**config.mk**
```make
export PLATFORM = sky130hd
export DESIGN_NAME = rsm_ram
export DESIGN_NICKNAME = d
export VERILOG_FILES = /design/src/hdl/rsm_ram.sv
export SDC_FILE = /design/constraint.sdc
export NUM_CORES = 1
export LEC_CHECK = 0
export BUFFER_PORTS_ARGS = -buffer_cell sky130_fd_sc_hd__buf_2
export CAP_MARGIN = 0
export CORE_MARGIN = 3
export CORE_UTILIZATION = 40
export DETAILED_ROUTE_END_ITERATION = 16
export GPL_ROUTABILITY_DRIVEN = 1
export PLACE_DENSITY_LB_ADDON = 0.1
export SLEW_MARGIN = 0
export SYNTH_ARGS = -nofsm -noshare
export SYNTH_HDL_FRONTEND = slang
export SYNTH_SLANG_ARGS = --single-unit
```
**constraint.sdc**
```tcl
create_clock -name i_clk -period 4.8 [get_ports i_clk]
set_input_delay 0.96 -clock i_clk [delete_from_list [all_inputs] [get_ports i_clk]]
set_output_delay 0.96 -clock i_clk [all_outputs]
set_load 0.02 [all_outputs]
```
**src/hdl/rsm_ram.sv**
```systemverilog
// Generic RAM: one write port, two read ports, registered read data.
// No dependencies.
module rsm_ram #(
    parameter int WIDTH = 8,
    parameter int DEPTH = 16
) (
    input  logic                     i_clk,
    input  logic                     i_we,
    input  logic [$clog2(DEPTH)-1:0] i_waddr,
    input  logic [WIDTH-1:0]         i_wdata,
    input  logic                     i_re,
    input  logic [$clog2(DEPTH)-1:0] i_raddr_a,
    input  logic [$clog2(DEPTH)-1:0] i_raddr_b,
    output logic [WIDTH-1:0]         o_rdata_a,
    output logic [WIDTH-1:0]         o_rdata_b
);

    logic [WIDTH-1:0] r_mem [DEPTH];

    always_ff @(posedge i_clk) begin
        if (i_we) begin
            r_mem[i_waddr] <= i_wdata;
        end
        if (i_re) begin
            o_rdata_a <= r_mem[i_raddr_a];
            o_rdata_b <= r_mem[i_raddr_b];
        end
    end

endmodule
```
==> results_dict.tcl, run 1 <==
set metrics [dict create \
    status "finished clean" \
    num_rows 45 \
    fill_cells 1327 \
    syn_inst 307 \
    dieArea_um2 17800 \
    grt_setup_unrepaired "no" \
    syn_area_um2 6510 \
    drive_above_1_share_pct 28.5 \
    cts_tree "done" \
    antenna_found_initial 0 \
    p_leak_nw 2.45 \
    max_slew_margin_pct 23.3 \
    slew_violations 0 \
    grt_pass1_vias 3536 \
    multi_input_area_um2 2010 \
    final_hold_viol_count 0 \
    cp_slowest_cell "buf_2" \
    finalPower_mw 2.77 \
    path_max_fanout 32 \
    fin_crit_sh_pct 57.6 \
    tns_ns 0 \
    numCtsBuffers 17 \
    ys.warnings.count 0 \
    grt_overflow 0 \
    finish.utilization_pct 47.1 \
    postCtsSetupRepairBufs 0 \
    num_antenna_cells 0 \
    grt_start_max_net_pins 33 \
    via_per_inst 5.94 \
    grt_pass1_wl_um 23000 \
    clockBufferDepth 2 \
    cp.arrival_ns 2.92 \
    drt_iter0_drc 331 \
    post-place-ws_ns 1.58 \
    fp.dieH_um 134 \
    stdcell_area_um2 7310 \
    drcViolationCount 0 \
    firstDrtPassIters 5 \
    initial_utilization_pct 41.9 \
    crit_type "primary input to flop" \
    fin_skew_ns 0.00493 \
    cts_sinks 144 \
    dp_hpwl_um 9760 \
    antenna_left 0 \
    fin_ws_ns 2.04 \
    cpPeakStageDelay_ns 0.83 \
    gp_congestion 0.739 \
    fmax_mhz 362 \
    instances_no_fill 573 \
    place_area_um2 6830 \
    crit_family "buffers and inverters" \
    core_um2 15500 \
    r2r_end "o_rdata_b[1]" \
    power_density_nw_per_um2 378 \
    die_w_um 134 \
    ys_types 19 \
    clk_pin_slew_ns 0.06 \
    vias 3403 \
    drt_wl_total_um 15700 \
    setup_viol 0 \
    dp_cells 541 \
    area_growth_pct 12.4 \
    vdd_drop_max_v 0.000254 \
    ys_ff_latch 144 \
    period_needed_ns 2.76 \
    clock-root-buffer "clkbuf_16" \
    postCtsResizedCells 0 \
    yosysSeqAreaShare_pct 66.5 \
    cp-start-kind "primary input" \
    timing.rr.start "r_mem[1][1]" \
    min_from "r_mem[13][5]" \
    tightest_slew_ns 1.15 \
    path_cells "buf_2, mux4_1, a22oi_1, nand2_1" \
    avgSynthCellArea_um2 21.2 \
    holdBufCountCts 0 \
    crit_start "i_raddr_b[0]" \
    grt_usage_pct 18.5 \
    required_ns 4.96 \
    crit_buf_inv 1 \
    fin_nets 372 \
    min_to "o_rdata_b[5]" \
    endpoint_kind "flop" \
    cts_max_level 4 \
    whs_path_depth 3 \
    regArea_um2 4320 \
    clk_latency_ns 0.42 \
    drv_cap 0 \
    route.detailed.wl_per_inst_um 27.4 \
    port_buffers 38 \
    ff2ff_setup_slack_ns 3.19 \
    synth_nets 330 \
    hold_path_class "flop to flop" \
    reg2reg_depth 3 \
    io_pins 39 \
    hold_slack_ns 0.781 \
]
==> worst max path at each step <==
stage / endpoint / slack, ns / cells past startpoint
6_report: o_rdata_b[1] / 2.04 / 4
5_1_grt: o_rdata_b[5] / 1.91 / 4
4_1_cts: o_rdata_b[1] / 2.05 / 4
3_5_place_dp: o_rdata_b[1] / 1.58 / 4
3_3_place_gp: o_rdata_b[5] / 1.60 / 4
2_1_floorplan: r_mem[0][0] / 2.35 / 2
==> final cells by class <==
| type | instances | area share (%) |
|---|---|---|
| clock buffers | 21 | 6.02 |
| clock inverters | 11 | 0.667 |
| multi-input cells | 143 | 27.5 |
| flip-flops and latches | 144 | 59.1 |
| well taps | 211 | 3.61 |
| repair buffers | 43 | 3.11 |
==> cell usage in the layout (no fill, tap or decap), drive strengths merged <==
master and instances:
nor3 4, clkbuf 21, mux4 64, edfxtp 144, nand2 17, nand2b 2
nor2 14, nand3b 2, and2 2, a22oi 32, clkinv 11, nor2b 2
or3b 1, and2b 2, nand3 1, buf 43
==> flip-flops by register name, indices dropped and copies added (netlist names) <==
register and cells:
o_rdata_a 8, o_rdata_b 8, r_mem 128
==> power by group <==
group	total [mW]	internal, mW	switching [mW]	leakage [nW]
sequential	1.44	1.42	0.0145	1.32
clock	1.11	0.643	0.471	0.246
combinational	0.212	0.0877	0.125	0.887
total	2.77	2.16	0.611	2.45
==> synthesized netlist by cell type, drive strengths merged <==
| master | instances | share of area (%) |
|---|---|---|
| a22oi | 32 | 3.7 |
| nand3 | 1 | 0.077 |
| mux4 | 64 | 24 |
| edfxtp | 144 | 66 |
| nand3b | 2 | 0.23 |
| and2 | 2 | 0.19 |
| nand2 | 17 | 0.98 |
| or3b | 1 | 0.13 |
| nor2 | 14 | 0.81 |
| nor3 | 4 | 0.31 |
| clkdlybuf4s25 | 6 | 0.92 |
| buf | 14 | 1.7 |
| nor2b | 2 | 0.19 |
| and2b | 2 | 0.23 |
| nand2b | 2 | 0.19 |
==> worst min-delay path: stages (launching register included) <==
cell	delay, ns
edfxtp_1	0.33
mux4_2	0.23
a22oi_1	0.06
nand2_1	0.05
==> kinds of logic (layout without fill, tap and decap cells) <==
family,Yosys count,count (layout),share of synthesized area (%)
AOI/OAI and AO/OA,32,32,3.69
buffers and inverters,20,75,2.65
muxes,64,64,23.8
and+or+nand+nor,47,47,3.35
DFF,144,144,66.5
==> routing by layer <==
layer  up-vias  share of wire [%]  GRT usage (%)
li1       1442                  -              -
met1      1811                 42           23.6
met2       126                 51           30.9
met3        24                4.9           4.27
met4         0                2.1           6.97
met5         -                  0              0
No activity file was read; power rests on OpenSTA's default activity.
==> run 2: changes to the inputs <==
Clock period 4.8 ns to 2.75 ns, I/O delays scaled along.
==> run 2 against run 1 <==
Effect of this change: combinational power increased by 85%; clock power up 100%; non-clock buffer count is 20 higher; register-to-register slack got worse by 2.0 ns; critical path type unchanged; critical endpoint unchanged; first-iteration DRC count shrank 15%; critical path depth up 1; design area up 4.1%; die area did not move; setup slack lost 1.1 ns; global-route usage is 0.14 points lower; sequential share of layout area shrank 2.3 points; total power increased by 87%.
==> results_dict.tcl, run 2 (synthesis gave the netlist of run 1 again) <==
set metrics [dict create \
    antenna_left 0 \
    via_per_inst 5.69 \
    clk_latency_ns 0.42 \
    grt_pass1_vias 3623 \
    final_common_cell "edfxtp_1" \
    mostFrequentLayoutCells "edfxtp_1, buf_2, mux4_2, a22oi_1, mux4_1" \
    grt_start_max_net_pins 33 \
    fin_nets 392 \
    tightest_slew_ns 0.488 \
    tns_ns 0 \
    gp_congestion 0.742 \
    num_antenna_cells 0 \
    postCtsResizedCells 0 \
    dieArea_um2 17800 \
    cp-start-kind "primary input" \
    cts_max_level 4 \
    die_w_um 134 \
    area_growth_pct 17.1 \
    io_pins 39 \
    crit_type "primary input to flop" \
    grt_setup_unrepaired "no" \
    fmax_mhz 541 \
    largest_register_ffs 128 \
    cp.arrival_ns 2.01 \
    clockBufferDepth 2 \
    top_register "r_mem" \
    drv_cap 0 \
    cts_sinks 144 \
    p_leak_nw 2.61 \
    clock-root-buffer "clkbuf_16" \
    reg.largest.list "r_mem (128), o_rdata_a (8), o_rdata_b (8)" \
    final_hold_viol_count 0 \
    path_max_fanout 17 \
    fill_cells 1317 \
    initial_utilization_pct 41.9 \
    firstDrtPassIters 4 \
    power_density_nw_per_um2 677 \
    cts_tree "done" \
    fin_skew_ns 0.00860 \
    post-place-ws_ns 0.443 \
    drcViolationCount 0 \
    grt_overflow 0 \
    vias 3368 \
    core_um2 15500 \
    status "finished clean" \
    route.detailed.wl_per_inst_um 26.3 \
    postCtsSetupRepairBufs 0 \
    period_needed_ns 1.85 \
    fp.dieH_um 134 \
    required_ns 2.91 \
    antenna_found_initial 0 \
    setup_viol 0 \
    clk_pin_slew_ns 0.06 \
    fin_ws_ns 0.901 \
    grt_usage_pct 18.3 \
    dp_hpwl_um 9850 \
    fin_crit_sh_pct 67.2 \
    port_buffers 38 \
    holdBufCountCts 0 \
    drive_above_1_share_pct 33.3 \
    finalPower_mw 5.16 \
    max_slew_margin_pct 67.4 \
    numCtsBuffers 17 \
    endpoint_kind "flop" \
    drt_iter0_drc 282 \
    drt_wl_total_um 15600 \
    vdd_drop_max_v 0.000436 \
    hold_path_class "primary input to flop" \
    num_rows 45 \
    slew_violations 0 \
    grt_pass1_wl_um 22900 \
]
==> run 2: changes by cell type in the layout (fill, tap and decap cells not counted), sizes merged <==
| cell | change |
|---|---|
| buf | +20 |
| clkbuf | -1 |
| clkinvlp | +2 |
| clkinv | -5 |
| bufinv | +3 |
==> run 2: worst max-delay path, stage by stage <==
cell and delay (ns):
buf_2 0.29, buf_12 0.24, mux4_1 0.58, a22oi_1 0.24, nand2_1 0.10
==> run 2: worst paths after layout <==
kind | start | end | slack, ns | cells after the start
worst max-delay path | i_raddr_b[0] | o_rdata_b[1] | 0.90 | 5
worst min-delay path | i_wdata[0] | r_mem[7][0] | 0.52 | 1
worst max register to register | r_mem[8][1] | o_rdata_a[1] | 1.16 | 3
worst min register to register | r_mem[12][5] | o_rdata_b[5] | 0.79 | 3
==> run 2: routing by layer <==
layer  track usage (%)  up-vias  routed length (µm)
met1              24.2     1767                6370
li1                  -     1477                   -
met5                 0        -                   0
met4              5.20        0                 138
met3              4.83       10                1150
met2              30.3      114                7900
==> run 2: power breakdown <==
part | internal (mW) | switching [mW] | leakage (nW)
clock | 1.41 | 0.842 | 0.277
sequential | 2.49 | 0.0245 | 1.32
combinational | 0.173 | 0.220 | 1.01
total | 4.07 | 1.09 | 2.61
==> run 2: final cells by class <==
type	instances	area (µm²)	area share, %
Clock buffer	20	437	5.73
Clock inverter	11	141	1.86
Multi-Input combinational cell	143	2010	26.4
Sequential cell	144	4320	56.8
Tap cell	211	264	3.47
Timing Repair Buffer	63	440	5.78
==> run 2: metrics by stage <==
stage               area, µm²  utilization, %  std cells  hold slack [ns]
floorplan                6510               -        307            0.649
global placement         7040            45.3        561            0.761
detailed placement       7040            45.3        561            0.773
CTS                      7620            49.0        592            0.507
global route             7620            49.0        592            0.519
finish                   7620            49.0        592            0.523
